==> src/rtl/trrs_pkg.sv <==
// ----------------------------------------------------------------------------
// trrs_pkg
// Shared types and constants of the two-level round-robin scheduler.
// ----------------------------------------------------------------------------
package trrs_pkg;

   localparam int MAX_TASKS = 16;
   localparam int IDX_W     = $clog2(MAX_TASKS);
   localparam int CNT_W     = $clog2(MAX_TASKS + 1);
   localparam int ID_W      = 8;
   localparam int Q_W       = 16;

   localparam logic [Q_W-1:0] QUANTUM_RESET = Q_W'(7);

   // Operation codes
   localparam logic [2:0] OP_CREATE = 3'd0;
   localparam logic [2:0] OP_KILL   = 3'd1;
   localparam logic [2:0] OP_RAISE  = 3'd2;
   localparam logic [2:0] OP_LOWER  = 3'd3;
   localparam logic [2:0] OP_TICK   = 3'd4;

   // Status codes
   localparam logic [1:0] ST_OK      = 2'd0;
   localparam logic [1:0] ST_MISS    = 2'd1;
   localparam logic [1:0] ST_FULL    = 2'd2;
   localparam logic [1:0] ST_HALTED  = 2'd3;

   typedef enum logic [2:0] {
      S_IDLE,
      S_DECODE,
      S_SCAN,
      S_RESOLVE,
      S_MOVE,
      S_START,
      S_DONE
   } state_type;

   // Commands from the sequencer to the task list
   typedef struct packed {
      logic             mv_en;
      logic [IDX_W-1:0] src;
      logic [IDX_W-1:0] dst;
      logic [ID_W-1:0]  mv_id;
      logic             wr_en;
      logic [IDX_W-1:0] wr_idx;
      logic [ID_W-1:0]  wr_data;
      logic [IDX_W-1:0] rd_idx;
   } list_cmd_type;

endpackage

==> src/rtl/trrs_order.sv <==
// ----------------------------------------------------------------------------
// trrs_order
// Ordered task list: one scan read port, head tap, append write and a
// region shift that moves one entry from src to dst.
// ----------------------------------------------------------------------------
module trrs_order (
   input  logic                       clock,
   input  logic                       reset,
   input  trrs_pkg::list_cmd_type     cmd,
   output logic [trrs_pkg::ID_W-1:0]  rd_data,
   output logic [trrs_pkg::ID_W-1:0]  head
);
   import trrs_pkg::*;

   logic [ID_W-1:0] order_ff [MAX_TASKS];
   logic [ID_W-1:0] order_in [MAX_TASKS];

   assign rd_data = order_ff[cmd.rd_idx];
   assign head    = order_ff[0];

   // Shift the region between src and dst by one place, drop mv_id at dst
   always_comb begin
      for (int k = 0; k < MAX_TASKS; k++) begin
         order_in[k] = order_ff[k];
         if (cmd.mv_en) begin
            if (cmd.dst >= cmd.src) begin
               if (k < MAX_TASKS - 1 && IDX_W'(k) >= cmd.src && IDX_W'(k) < cmd.dst)
                  order_in[k] = order_ff[(k + 1) % MAX_TASKS];
            end else begin
               if (k > 0 && IDX_W'(k) > cmd.dst && IDX_W'(k) <= cmd.src)
                  order_in[k] = order_ff[(k + MAX_TASKS - 1) % MAX_TASKS];
            end
            if (IDX_W'(k) == cmd.dst) order_in[k] = cmd.mv_id;
         end else if (cmd.wr_en && IDX_W'(k) == cmd.wr_idx) begin
            order_in[k] = cmd.wr_data;
         end
      end
   end

   always_ff @(posedge clock) begin
      if (reset) begin
         for (int k = 0; k < MAX_TASKS; k++) order_ff[k] <= '0;
      end else begin
         for (int k = 0; k < MAX_TASKS; k++) order_ff[k] <= order_in[k];
      end
   end

endmodule

==> src/rtl/two_level_round_robin_scheduler_top.sv <==
// ----------------------------------------------------------------------------
// two_level_round_robin_scheduler_top
// Task list with a high-priority prefix, quantum countdown and rotation.
//
//   channel | direction | word
//   req     | in        | tdata[2:0] op, [10:3] task_id
//   rsp     | out       | tdata[1:0] status, [9:2] new_id, [17:10] run_id,
//           |           |      [18] switched
//   csr     | in        | tdata[15:0] quantum_ticks
//
// From one accepted word to the next, a plain tick passes through decode,
// done and idle; a list search adds the scan state, which visits the
// entries in turn, and a resolve state; a list move and a head start add
// a state each. A single compare unit walks the list.
// req_tready is high only in idle. Reset loads id 0 as the only task.
// A result waiting on rsp_tready holds the sequencer in its final state.
// ----------------------------------------------------------------------------
module two_level_round_robin_scheduler_top (
   input  logic        clock,
   input  logic        reset,
   input  logic        req_tvalid,
   output logic        req_tready,
   input  logic [15:0] req_tdata,   // op, task_id
   output logic        rsp_tvalid,
   input  logic        rsp_tready,
   output logic [23:0] rsp_tdata,   // status, new_id, run_id, switched
   input  logic        csr_tvalid,
   output logic        csr_tready,
   input  logic [15:0] csr_tdata    // quantum_ticks
);
   import trrs_pkg::*;

   state_type       state_ff, state_in;
   logic [2:0]      op_ff, op_in;
   logic [ID_W-1:0] id_ff, id_in;
   logic [CNT_W-1:0] count_ff, count_in, high_ff, high_in;
   logic            pend_ff, pend_in, halt_ff, halt_in;
   logic [Q_W-1:0]  qleft_ff, qleft_in, qticks_ff;
   logic [ID_W-1:0] run_ff, run_in;
   logic [CNT_W-1:0] scan_ff, scan_in, hi_ff, hi_in;
   logic            maxmode_ff, maxmode_in, found_ff, found_in;
   logic            wasrun_ff, wasrun_in, startaft_ff, startaft_in;
   logic [ID_W-1:0] max_ff, max_in;
   logic [IDX_W-1:0] pos_ff, pos_in, dst_ff, dst_in;
   logic [ID_W-1:0] mvid_ff, mvid_in;
   logic [1:0]      status_ff, status_in;
   logic [ID_W-1:0] newid_ff, newid_in;
   logic            sw_ff, sw_in;
   logic            rspv_ff, rspv_in;
   logic [23:0]     rspd_ff, rspd_in;

   list_cmd_type    cmd;
   logic [ID_W-1:0] rd_data, head;

   trrs_order u_order (
      .clock   (clock),
      .reset   (reset),
      .cmd     (cmd),
      .rd_data (rd_data),
      .head    (head)
   );

   assign req_tready = (state_ff == S_IDLE);
   assign csr_tready = 1'b1;
   assign rsp_tvalid = rspv_ff;
   assign rsp_tdata  = rspd_ff;

   // Next state
   always_comb begin
      state_in = state_ff;
      unique case (state_ff)
         S_IDLE:    if (req_tvalid) state_in = S_DECODE;
         S_DECODE: begin
            state_in = S_DONE;
            if (!halt_ff) begin
               unique case (op_ff)
                  OP_CREATE, OP_KILL: state_in = S_SCAN;
                  OP_RAISE: begin
                     if (high_ff != '0) state_in = S_SCAN;
                     else if (head != id_ff && count_ff > CNT_W'(1)) state_in = S_SCAN;
                  end
                  OP_LOWER: begin
                     if (high_ff != '0) begin
                        if (head == id_ff) begin
                           if (count_ff > CNT_W'(1)) state_in = S_MOVE;
                        end else if (high_ff >= CNT_W'(2)) state_in = S_SCAN;
                     end
                  end
                  OP_TICK: begin
                     if (qleft_ff > Q_W'(1)) state_in = S_DONE;
                     else if (pend_ff) state_in = S_START;
                     else if (high_ff == CNT_W'(1) ||
                              (high_ff == '0 && count_ff == CNT_W'(1))) state_in = S_DONE;
                     else state_in = S_MOVE;
                  end
                  default: state_in = S_DONE;
               endcase
            end
         end
         S_SCAN: begin
            if (scan_ff >= hi_ff) state_in = S_RESOLVE;
            else if (!maxmode_ff && rd_data == id_ff) state_in = S_RESOLVE;
         end
         S_RESOLVE: begin
            state_in = S_DONE;
            if (found_ff) begin
               if (op_ff != OP_KILL) state_in = S_MOVE;
               else if (count_ff != CNT_W'(1)) state_in = S_MOVE;
            end
         end
         S_MOVE:    state_in = startaft_ff ? S_START : S_DONE;
         S_START:   state_in = S_DONE;
         S_DONE:    if (!rspv_ff || rsp_tready) state_in = S_IDLE;
         default:   state_in = S_IDLE;
      endcase
   end

   // Datapath and list commands
   always_comb begin
      op_in = op_ff;  id_in = id_ff;  count_in = count_ff;  high_in = high_ff;
      pend_in = pend_ff;  halt_in = halt_ff;  qleft_in = qleft_ff;  run_in = run_ff;
      scan_in = scan_ff;  hi_in = hi_ff;  maxmode_in = maxmode_ff;
      found_in = found_ff;  wasrun_in = wasrun_ff;  startaft_in = startaft_ff;
      max_in = max_ff;  pos_in = pos_ff;  dst_in = dst_ff;  mvid_in = mvid_ff;
      status_in = status_ff;  newid_in = newid_ff;  sw_in = sw_ff;
      rspv_in = rspv_ff;  rspd_in = rspd_ff;

      cmd         = '0;
      cmd.rd_idx  = scan_ff[IDX_W-1:0];
      cmd.src     = pos_ff;
      cmd.dst     = dst_ff;
      cmd.mv_id   = mvid_ff;

      // Drop the result once taken
      if (rspv_ff && rsp_tready) rspv_in = 1'b0;

      unique case (state_ff)
         S_IDLE: begin
            op_in = req_tdata[2:0];
            id_in = req_tdata[10:3];
         end
         S_DECODE: begin
            status_in = ST_OK;  newid_in = '0;  sw_in = 1'b0;
            found_in = 1'b0;  max_in = '0;  maxmode_in = 1'b0;
            startaft_in = 1'b0;  scan_in = '0;  hi_in = count_ff;
            if (halt_ff) begin
               status_in = ST_HALTED;
            end else begin
               unique case (op_ff)
                  OP_CREATE: maxmode_in = 1'b1;
                  OP_KILL: ;
                  OP_RAISE: begin
                     if (high_ff != '0) begin
                        scan_in = high_ff;
                     end else if (head == id_ff) begin
                        high_in = CNT_W'(1);
                     end else if (count_ff > CNT_W'(1)) begin
                        high_in = CNT_W'(1);
                        scan_in = CNT_W'(1);
                     end else begin
                        status_in = ST_MISS;
                     end
                  end
                  OP_LOWER: begin
                     if (high_ff == '0) begin
                        status_in = ST_MISS;
                     end else if (head == id_ff) begin
                        if (count_ff > CNT_W'(1)) begin
                           pend_in = 1'b1;
                           pos_in  = '0;
                           dst_in  = IDX_W'(count_ff - CNT_W'(1));
                           mvid_in = id_ff;
                        end
                        high_in = high_ff - CNT_W'(1);
                     end else if (high_ff >= CNT_W'(2)) begin
                        scan_in = CNT_W'(1);
                        hi_in   = high_ff;
                     end else begin
                        status_in = ST_MISS;
                     end
                  end
                  OP_TICK: begin
                     if (qleft_ff > Q_W'(1)) begin
                        qleft_in = qleft_ff - Q_W'(1);
                     end else if (pend_ff) begin
                        // start served in S_START
                     end else if (high_ff == CNT_W'(1) ||
                                  (high_ff == '0 && count_ff == CNT_W'(1))) begin
                        qleft_in = qticks_ff;
                     end else begin
                        // rotate the high group, or the whole list
                        pos_in      = '0;
                        mvid_in     = head;
                        startaft_in = 1'b1;
                        dst_in      = (high_ff >= CNT_W'(2)) ?
                                      IDX_W'(high_ff - CNT_W'(1)) :
                                      IDX_W'(count_ff - CNT_W'(1));
                     end
                  end
                  default: status_in = ST_MISS;
               endcase
            end
         end
         S_SCAN: begin
            if (scan_ff < hi_ff) begin
               if (maxmode_ff) begin
                  if (rd_data > max_ff) max_in = rd_data;
                  scan_in = scan_ff + CNT_W'(1);
               end else if (rd_data == id_ff) begin
                  found_in  = 1'b1;
                  pos_in    = scan_ff[IDX_W-1:0];
                  wasrun_in = (rd_data == run_ff);
               end else begin
                  scan_in = scan_ff + CNT_W'(1);
               end
            end
         end
         S_RESOLVE: begin
            priority case (op_ff)
               OP_CREATE: begin
                  if (count_ff >= CNT_W'(MAX_TASKS) || max_ff == '1) begin
                     status_in = ST_FULL;
                  end else begin
                     cmd.wr_en   = 1'b1;
                     cmd.wr_idx  = count_ff[IDX_W-1:0];
                     cmd.wr_data = max_ff + ID_W'(1);
                     count_in    = count_ff + CNT_W'(1);
                     newid_in    = max_ff + ID_W'(1);
                  end
               end
               OP_KILL: begin
                  if (!found_ff) begin
                     status_in = ST_MISS;
                  end else begin
                     if (CNT_W'(pos_ff) < high_ff) high_in = high_ff - CNT_W'(1);
                     count_in = count_ff - CNT_W'(1);
                     if (count_ff == CNT_W'(1)) begin
                        halt_in = 1'b1;
                        run_in  = '0;
                        pend_in = 1'b0;
                     end else begin
                        dst_in      = IDX_W'(count_ff - CNT_W'(1));
                        mvid_in     = id_ff;
                        startaft_in = (pos_ff == '0) || wasrun_ff;
                     end
                  end
               end
               OP_RAISE: begin
                  if (!found_ff) begin
                     status_in = ST_MISS;
                  end else begin
                     dst_in  = high_ff[IDX_W-1:0];
                     mvid_in = id_ff;
                     high_in = high_ff + CNT_W'(1);
                  end
               end
               default: begin
                  if (!found_ff) begin
                     status_in = ST_MISS;
                  end else begin
                     dst_in  = IDX_W'(count_ff - CNT_W'(1));
                     mvid_in = id_ff;
                     high_in = high_ff - CNT_W'(1);
                  end
               end
            endcase
         end
         S_MOVE:  cmd.mv_en = 1'b1;
         S_START: begin
            run_in   = head;
            qleft_in = qticks_ff;
            pend_in  = 1'b0;
            sw_in    = 1'b1;
         end
         S_DONE: begin
            if (!rspv_ff || rsp_tready) begin
               rspv_in = 1'b1;
               rspd_in = {5'd0, sw_ff, (halt_ff ? ID_W'(0) : run_ff), newid_ff, status_ff};
            end
         end
         default: ;
      endcase
   end

   // Registers
   always_ff @(posedge clock) begin
      if (reset) begin
         state_ff  <= S_IDLE;
         count_ff  <= CNT_W'(1);
         high_ff   <= '0;
         pend_ff   <= 1'b0;
         halt_ff   <= 1'b0;
         qleft_ff  <= QUANTUM_RESET;
         qticks_ff <= QUANTUM_RESET;
         run_ff    <= '0;
         rspv_ff   <= 1'b0;
      end else begin
         state_ff <= state_in;
         count_ff <= count_in;
         high_ff  <= high_in;
         pend_ff  <= pend_in;
         halt_ff  <= halt_in;
         qleft_ff <= qleft_in;
         run_ff   <= run_in;
         rspv_ff  <= rspv_in;
         if (csr_tvalid) qticks_ff <= csr_tdata;
      end
   end

   // Payload and working registers
   always_ff @(posedge clock) begin
      op_ff       <= op_in;
      id_ff       <= id_in;
      scan_ff     <= scan_in;
      hi_ff       <= hi_in;
      maxmode_ff  <= maxmode_in;
      found_ff    <= found_in;
      wasrun_ff   <= wasrun_in;
      startaft_ff <= startaft_in;
      max_ff      <= max_in;
      pos_ff      <= pos_in;
      dst_ff      <= dst_in;
      mvid_ff     <= mvid_in;
      status_ff   <= status_in;
      newid_ff    <= newid_in;
      sw_ff       <= sw_in;
      rspd_ff     <= rspd_in;
   end

endmodule
==> config.mk <==
export PLATFORM = sky130hd
export DESIGN_NAME = two_level_round_robin_scheduler_top
export DESIGN_NICKNAME = d
export VERILOG_FILES = /design/src/rtl/trrs_pkg.sv /design/src/rtl/trrs_order.sv /design/src/rtl/two_level_round_robin_scheduler_top.sv
export SDC_FILE = /design/constraint.sdc
export NUM_CORES = 1
export LEC_CHECK = 0
export ABC_AREA = 1
export BUFFER_PORTS_ARGS = -buffer_cell sky130_fd_sc_hd__buf_2
export CAP_MARGIN = 20
export CELL_PAD_IN_SITES_DETAIL_PLACEMENT = 0
export CELL_PAD_IN_SITES_GLOBAL_PLACEMENT = 1
export CORE_MARGIN = 2
export CORE_UTILIZATION = 46
export CTS_CLUSTER_SIZE = 24
export DETAILED_ROUTE_END_ITERATION = 7
export PLACE_DENSITY = 0.85
export SETUP_SLACK_MARGIN = 0.3
export SYNTH_ARGS = -nofsm -noshare
export SYNTH_HDL_FRONTEND = slang
export SYNTH_SLANG_ARGS = --single-unit
==> constraint.sdc <==
create_clock -name clock -period 4 [get_ports clock]
set_clock_uncertainty 0.2 [all_clocks]
set_input_delay 0 -clock clock [delete_from_list [all_inputs] [get_ports clock]]
set_output_delay 0 -clock clock [all_outputs]
set_load 0.03 [all_outputs]
==> summary.md, run 1 <==
| Metric | Value |
|---|---|
| Outcome | `completed` |
| RSZ-0062 raised after global routing | `no` |
| Top cells by area, synth | `dfxtp_1 (22%), edfxtp_1 (14%), nand2_1 (12%), o21ai_0 (12%), nor2_1 (6.9%)` |
| Synth cell types | `54` |
| Leak Pwr | `8.27 nW` |
| Num CTS Buffers | `31` |
| Vias per cell | `5.67` |
| Initial antenna violation count | `0` |
| WS Path Type | `reg2reg` |
| Register area share after synthesis | `35.3%` |
| Worst hold path type | `in2reg` |
| Crit start category | `flip-flop` |
| Power density over the cells | `822 nW/µm²` |
| Top-count cell post-synth | `nand2_1` |
| Worst path required time | `4.34 ns` |
| CP most frequent cell | `nand2_1` |
| Final Non-Filler Cells | `3,234` |
| Final setup vio count | `0` |
| Fin crit share | `82.4%` |
| Site Rows | `71` |
| Net count, final | `2,768` |
| Top-Level Pins | `64` |
| #FFs+latches synth | `267` |
| HPWL after detailed placement | `41.5 mm` |
| Tmin final | `3.30 ns` |
| Clock sink total | `267` |
| Buf/Inv on CP | `3` |
| Die Y | `198 µm` |
| Drt total wl | `61.2 mm` |
| Worst VDD drop | `1210 µV` |
| Rel. slew slack | `30.3%` |
| Vias in the first global route | `17.3k` |
| First-pass GRT wire length | `96.4 mm` |
| Post-synth EDFFs | `79` |
| Remaining DRCs | `0` |
| Vias | `18.3k` |
| WL/cell | `18.9 µm` |
| Setup_tns | `0 ns` |
| Worst Path Arrival | `3.64 ns` |
| Largest delay contributor family on the critical path | `simple AND/OR/NAND/NOR gates` |
| Largest net degree at the start of global routing | `185` |
| Critical-path cell list | `inv_1, ha_1, inv_1, nor2_1, o211ai_1, nand3_4, nand2_1, inv_1, o21ai_0, nand2_1, nand2_1, nand2_1, a21oi_1, o21a_1` |
| Layout cells sized above 1 | `8.04%` |
| Synth top cells by count | `nand2_1 (551), o21ai_0 (407), nor2_1 (318)` |
| Congestion Overflow GR | `0` |
| Final hold violations | `0` |
| CTS Root Cell | `clkbuf_16` |
| Total Routing Usage GR | `31.2%` |
| Worst-path clk slew | `0.06 ns` |
| Register area | `6140 µm²` |
| Clk Latency, worst-skew pair | `0.60 ns` |
| Inst Count DP | `3,088` |
| Gp weighted congestion | `0.920` |
| Max Buffers Root-to-Sink | `3` |
| Layout area overhead | `15.3%` |
| Worst Path Max Fanout | `16` |
| Core Region | `37,400 µm²` |
| Cell taking the most area after synthesis | `dfxtp_1` |
| CP max-delay cell | `edfxtp_1` |
| # Post-CTS Setup Buffers | `0` |
| Critical path endpoint category | `flip-flop` |
| # port buffers | `52` |
| Max Slew Vio Count | `0` |
| Max-Cap Viols | `0` |
| Area occupied by multi-input gates | `9510 µm²` |
| 1st-iter DRT viols | `2,051` |
| Fmax | `303 MHz` |
| Mapped Cells | `2,618` |
| Layout filler cell count | `3,712` |
| Worst Tran Pin Value | `1.05 ns` |
| Avg Cell Area, Syn | `6.63 µm²` |
| Primary FF master, synth | `dfxtp_1` |
| Antenna Nets Post-Route | `0` |
| Diodes inserted | `0` |
| TritonCTS clock tree | `yes` |
| YS warnings | `0` |
| Mapped Area | `17,400 µm²` |
| CP peak stage delay | `0.47 ns` |
| Synth top area share | `21.7%` |
| H-tree depth | `1` |
| Initial core utilization | `46.4%` |
| Drt first pass iters | `8` |
| Die width | `198 µm` |
| Synth async-reset ratio | `0%` |
| Die area | `39,300 µm²` |
==> where the power goes <==
part	internal, mW	switching, mW
clock	1.87	1.24
sequential	3.71	0.830
combinational	2.70	6.12
total	8.28	8.18
==> path summary, 6_finish.rpt <==
| kind | startpoint | slack, ns | end | cells after the start |
|---|---|---|---|---|
| worst max-delay path | pos_ff[1] | 0.70 | u_order.order_ff[7][4] | 14 |
| worst min-delay path | rsp_tready | 0.09 | rsp_tvalid | 5 |
| worst min register to register | status_ff[0] | 0.23 | rsp_tdata[0] | 0 |
| worst max register to register | pos_ff[1] | 0.70 | u_order.order_ff[7][4] | 14 |
==> stage by stage <==
| step | cell area, µm² | hold WS (ns) | power [mW] | setup WS, ns | util [%] |
|---|---|---|---|---|---|
| detailed placement | 18100 | -0.0219 | 13.0 | 0.765 | 48.3 |
| global placement | 18100 | -0.0235 | 12.9 | 0.687 | 48.3 |
| CTS | 20000 | 0.0450 | 16.3 | 0.733 | 53.6 |
| finish | 20000 | 0.0922 | 16.5 | 0.702 | 53.6 |
| floorplan | 17400 | -0.101 | 10.6 | 0.594 | - |
| global route | 20000 | 0.113 | 17.8 | 0.468 | 53.6 |
==> worst min-delay path, stage by stage <==
cell and delay (ns):
dlygate4sd3_1 0.52, buf_2 0.10, nor2_1 0.04, inv_1 0.08
a21oi_1 0.08
==> per-layer routing <==
layer  vias to the layer above  wire length, µm  share of wire, %  track usage [%]
met5                         -                0                 0                0
met1                      8544            26500                43             42.1
li1                       8879                -                 -                -
met4                         0             1810               3.0             10.2
met2                       775            28400                46             51.8
met3                       130             4590               7.5             3.85
==> logic make-up after synthesis <==
kind of cell	count (synthesis)	share of synthesized area, %
xor gates and xnor gates	22	1.11
AOI/OAI and AO/OA	783	25.5
adders and majority gates	33	2.38
buffers and inverters	444	10.2
and+or+nand+nor	1067	25.4
DFF	267	35.3
other	2	0.0432
==> flip-flops by register name (all words and copies together) (netlist names), 4 cells and up, named ones only <==
signal and cells:
high_ff 5, run_ff 8, pos_ff 4, max_ff 8, qleft_ff 16, rsp_tdata 19, count_ff 5, qticks_ff 16
dst_ff 4, newid_ff 8, id_ff 8, mvid_ff 8, scan_ff 5, u_order.order_ff 128, hi_ff 5
==> placed cells by master, fill, tap and decap left out, types with 4 or more instances in the layout <==
cell / synthesis / layout
clkbuf_16: 0 / 31
a211oi_1: 7 / 7
a211oi_2: 22 / 22
a31oi_1: 10 / 10
dlygate4sd3_1: 0 / 87
nand4_1: 10 / 10
a21oi_1: 205 / 205
bufinv_16: 0 / 7
nand2_1: 551 / 551
nand3_1: 136 / 135
xor2_1: 16 / 16
nor2_4: 8 / 9
buf_2: 27 / 52
o21ai_1: 11 / 11
dfxtp_1: 188 / 187
xnor2_1: 6 / 6
clkinv_2: 0 / 5
inv_1: 282 / 281
o32ai_1: 4 / 4
clkinvlp_4: 0 / 5
ha_1: 33 / 33
buf_4: 10 / 35
or2_2: 4 / 4
o22ai_1: 6 / 6
nor4_1: 5 / 4
clkbuf_1: 86 / 5
clkinv_1: 6 / 10
inv_2: 19 / 19
buf_12: 0 / 5
nor3_1: 16 / 16
conb_1: 2 / 6
edfxtp_1: 79 / 79
o21a_1: 8 / 8
nor2_1: 318 / 318
o31ai_1: 4 / 4
o211ai_1: 81 / 81
o21ai_0: 407 / 407
==> cell type report <==
class	count	area share (%)
multi-input cells	1911	47.4
repair buffers	180	7.51
inverters	307	5.76
clock inverters	22	1.50
flip-flops and latches	267	30.6
clock buffers	36	3.97
well taps	511	3.19
==> timing repair <==
action / CTS / global route
hold buffers: 87 / 0
gates resized for setup: 0 / 0
endpoints found under the hold margin: 54 / 0
(Power assumes the default switching activity.)
==> run 2: changes to the inputs <==
--- a/config.mk
+++ b/config.mk
@@ -11,10 +11,10 @@
 export CELL_PAD_IN_SITES_DETAIL_PLACEMENT = 0
 export CELL_PAD_IN_SITES_GLOBAL_PLACEMENT = 1
 export CORE_MARGIN = 2
-export CORE_UTILIZATION = 46
+export CORE_UTILIZATION = 41
 export CTS_CLUSTER_SIZE = 24
 export DETAILED_ROUTE_END_ITERATION = 7
-export PLACE_DENSITY = 0.85
+export PLACE_DENSITY = 0.8
 export SETUP_SLACK_MARGIN = 0.3
 export SYNTH_ARGS = -nofsm -noshare
 export SYNTH_HDL_FRONTEND = slang
==> constraint.sdc (replaced) <==
create_clock -name clock -period 2.7 [get_ports clock]
set_clock_uncertainty 0.2 [all_clocks]
set_input_delay 0 -clock clock [delete_from_list [all_inputs] [get_ports clock]]
set_output_delay 0 -clock clock [all_outputs]
set_load 0.03 [all_outputs]
==> run 2 against run 1 <==
Compared with the run above: the run now ends with negative setup slack left; sequential share of layout area is 6.5 points lower; clock power is 61% higher; total power is 120% higher; fmax is 17% higher; register-to-register slack worse by 0.82 ns; cell area is 27% higher; utilization is 7.3 points higher; sequential power is 45% higher; first-iteration DRC count is 20% higher; setup slack worse by 0.82 ns; count of clock-buffer cells in the layout is 12 higher; hold slack worse by 0.020 ns; largest cell class unchanged; largest power group unchanged.
==> summary.md, run 2 (same netlist as run 1, synthesis figures left out) <==
| Metric | Value |
|---|---|
| Power density over the cells | `1450 nW/µm² (+76%)` |
| Drt total wl | `74.2 mm (+21%)` |
| Biggest register | `u_order.order_ff` |
| Worst VDD drop | `734 µV (-39%)` |
| Setup_tns | `-2.46 ns (-2.46 ns)` |
| Largest net degree at the start of global routing | `102 (-45%)` |
| RSZ-0062 raised after global routing | `yes` |
| Worst Tran Pin Value | `1.18 ns (+0.134 ns)` |
| Worst hold path type | `in2reg` |
| Die Y | `210 µm (+5.8%)` |
| Hold Crit Start | `reset` |
| First-pass GRT wire length | `108 mm (+12%)` |
| Total power | `36.8 mW (+120%)` |
| Die width | `210 µm (+5.8%)` |
| Drt first pass iters | `6 (-2)` |
| Outcome | `complete, but fails checks` |
| Vias per cell | `5.77 (+1.9%)` |
| H-tree depth | `2 (+1)` |
| Gp weighted congestion | `0.929 (+1.0%)` |
| Vias in the first global route | `19.2k (+11%)` |
| Remaining DRCs | `0 (unchanged)` |
| Worst Path Arrival | `2.85 ns (-0.79 ns)` |
| Leak Pwr | `10.6 nW (+29%)` |
| Critical path endpoint category | `flip-flop` |
| Critical-path cell list | `buf_6, buf_12, nand2_1, o21ai_1, nand2_1, nand3_1, nand3_2, nand2_2, inv_2, ha_2, inv_2, a21oi_2, o21ai_1, nand2_1, o211ai_1, nand3_2, a21oi_4` |
| Max-Cap Viols | `0 (unchanged)` |
| Layout area overhead | `46.6%` |
| Vias | `20.7k (+13%)` |
| WL/cell | `20.7 µm (+9.5%)` |
| Num CTS Buffers | `34 (+9.7%)` |
| Dpl cell area | `20,000 µm² (+11%)` |
| Design Area, Final | `25,500 µm² (+27%)` |
| Worst Path Max Fanout | `8 (-8)` |
| Layout cells sized above 1 | `27.3% (+19 points)` |
| Rel. slew slack | `21.4% (-8.9 points)` |
| Top-Level Pins | `64 (unchanged)` |
| WS Path Type | `reg2reg` |
| Clock sink total | `267 (unchanged)` |
| Tmin final | `2.82 ns (-0.479 ns)` |
| CTS Root Cell | `clkbuf_16` |
| Layout filler cell count | `3,702 (-0.27%)` |
| 1st-iter DRT viols | `2,469 (+20%)` |
| Failing checks | `negative setup slack` |
| Most frequent cells in the layout | `nand2_1 (467), nor2_1 (284), inv_1 (271)` |
| Total Routing Usage GR | `31.2% (about the same)` |
| Largest delay contributor family on the critical path | `simple AND/OR/NAND/NOR gates` |
| Fin crit share | `104% (+22 points)` |
| Core Region | `41,900 µm² (+12%)` |
| # port buffers | `52 (unchanged)` |
| Max Slew Vio Count | `0 (unchanged)` |
| CP peak stage delay | `0.44 ns (-0.03 ns)` |
| Congestion Overflow GR | `0 (unchanged)` |
| Site Rows | `75 (+5.6%)` |
| Final hold violations | `0 (unchanged)` |
| Buf/Inv on CP | `4 (+1)` |
| Crit start category | `flip-flop` |
| Clk Latency, worst-skew pair | `0.56 ns (-0.04 ns)` |
| Final WS setup | `-0.118 ns (-0.821 ns)` |
| Final setup vio count | `49 (+49)` |
| Initial antenna violation count | `0 (unchanged)` |
| Commonest non-fill, non-tap cell in the layout | `nand2_1` |
| Max Buffers Root-to-Sink | `3 (unchanged)` |
| Worst path required time | `2.73 ns (-1.61 ns)` |
| Antenna Nets Post-Route | `0 (unchanged)` |
| Initial core utilization | `41.5% (-4.9 points)` |
| Max reg flops | `128 (unchanged)` |
| HPWL after detailed placement | `46.9 mm (+13%)` |
| CP max-delay cell | `dfxtp_4` |
| Net count, final | `3,086 (+11%)` |
| Die area | `44,000 µm² (+12%)` |
| Diodes inserted | `0 (unchanged)` |
| Fmax | `355 MHz (+17%)` |
| Worst-path clk slew | `0.06 ns (about the same)` |
| TritonCTS clock tree | `yes` |
| CP most frequent cell | `nand2_1` |
| Setup Slack @ Placement | `-0.159 ns (-0.924 ns)` |
-- run 2: cell count changes in the layout (fill, tap and decap cells not counted), moves of 29 or more --
cell     before  now
nand2_1     551  467
buf_4        35  232
nand2_2       3   60
o21ai_1      11  124
buf_6         1   38
o21ai_2       2   56
a21oi_1     205  165
buf_12        5   47
nand3_1     135  102
a21oi_2       2   39
nand3_2       0   29
nor2_1      318  284
o21ai_0     407  234
-- run 2: cell type report --
| cell class | count | area (µm²) | area share (%) |
|---|---|---|---|
| clock buffers | 48 | 1010 | 3.95 |
| clock inverters | 14 | 209 | 0.820 |
| inverters | 307 | 1220 | 4.79 |
| multi-input cells | 1911 | 10900 | 42.7 |
| flip-flops and latches | 267 | 6140 | 24.1 |
| well taps | 539 | 674 | 2.65 |
| repair buffers | 493 | 5340 | 20.9 |
| repair inverters | 2 | 13.8 | 0.0540 |
-- run 2: metal layers --
metal  part of all wire (%)  wire [µm]  track usage [%]  vias to the layer above
li1                       -          -                -                     9581
met1                     40      30100             40.7                     9765
met2                     46      33900             52.0                     1096
met3                    9.2       6850             4.74                      236
met4                    4.6       3420             11.9                        0
met5                      0          0                0                        -
-- run 2: stage by stage --
step	util [%]	hold WS [ns]	std cells
floorplan	-	-0.101	2622
global placement	47.9	-0.0208	3315
detailed placement	47.9	-0.0215	3315
CTS	57.2	0.0218	3538
global route	60.9	0.0845	3581
finish	60.9	0.0724	3581
-- run 2: tightest hold or removal path, delay by kind of cell --
family / cells / cell delay (ns)
compound gates: 1 / 0.24
buf+inv: 2 / 0.53
-- run 2: what timing repair did --
item	4_1_cts	5_1_grt
resized for setup	280	318
pin swaps	128	177
setup buffers	58	26
cloned	26	17
endpoints found under the setup margin	189	211
hold buffers	77	0
endpoints found under the hold margin	50	0
-- run 2: power by group --
| group | internal, mW | switching (mW) |
|---|---|---|
| logic | 11.4 | 13.8 |
| clock network | 3.09 | 1.93 |
| registers | 5.49 | 1.09 |
-- run 2: worst paths after layout --
kind,end,depth (start not counted),slack (ns)
setup reg to reg,max_ff[2],17,-0.12
setup / recovery,max_ff[2],17,-0.12
hold / removal,qleft_ff[13],3,0.07
hold reg to reg,rsp_tdata[2],0,0.22
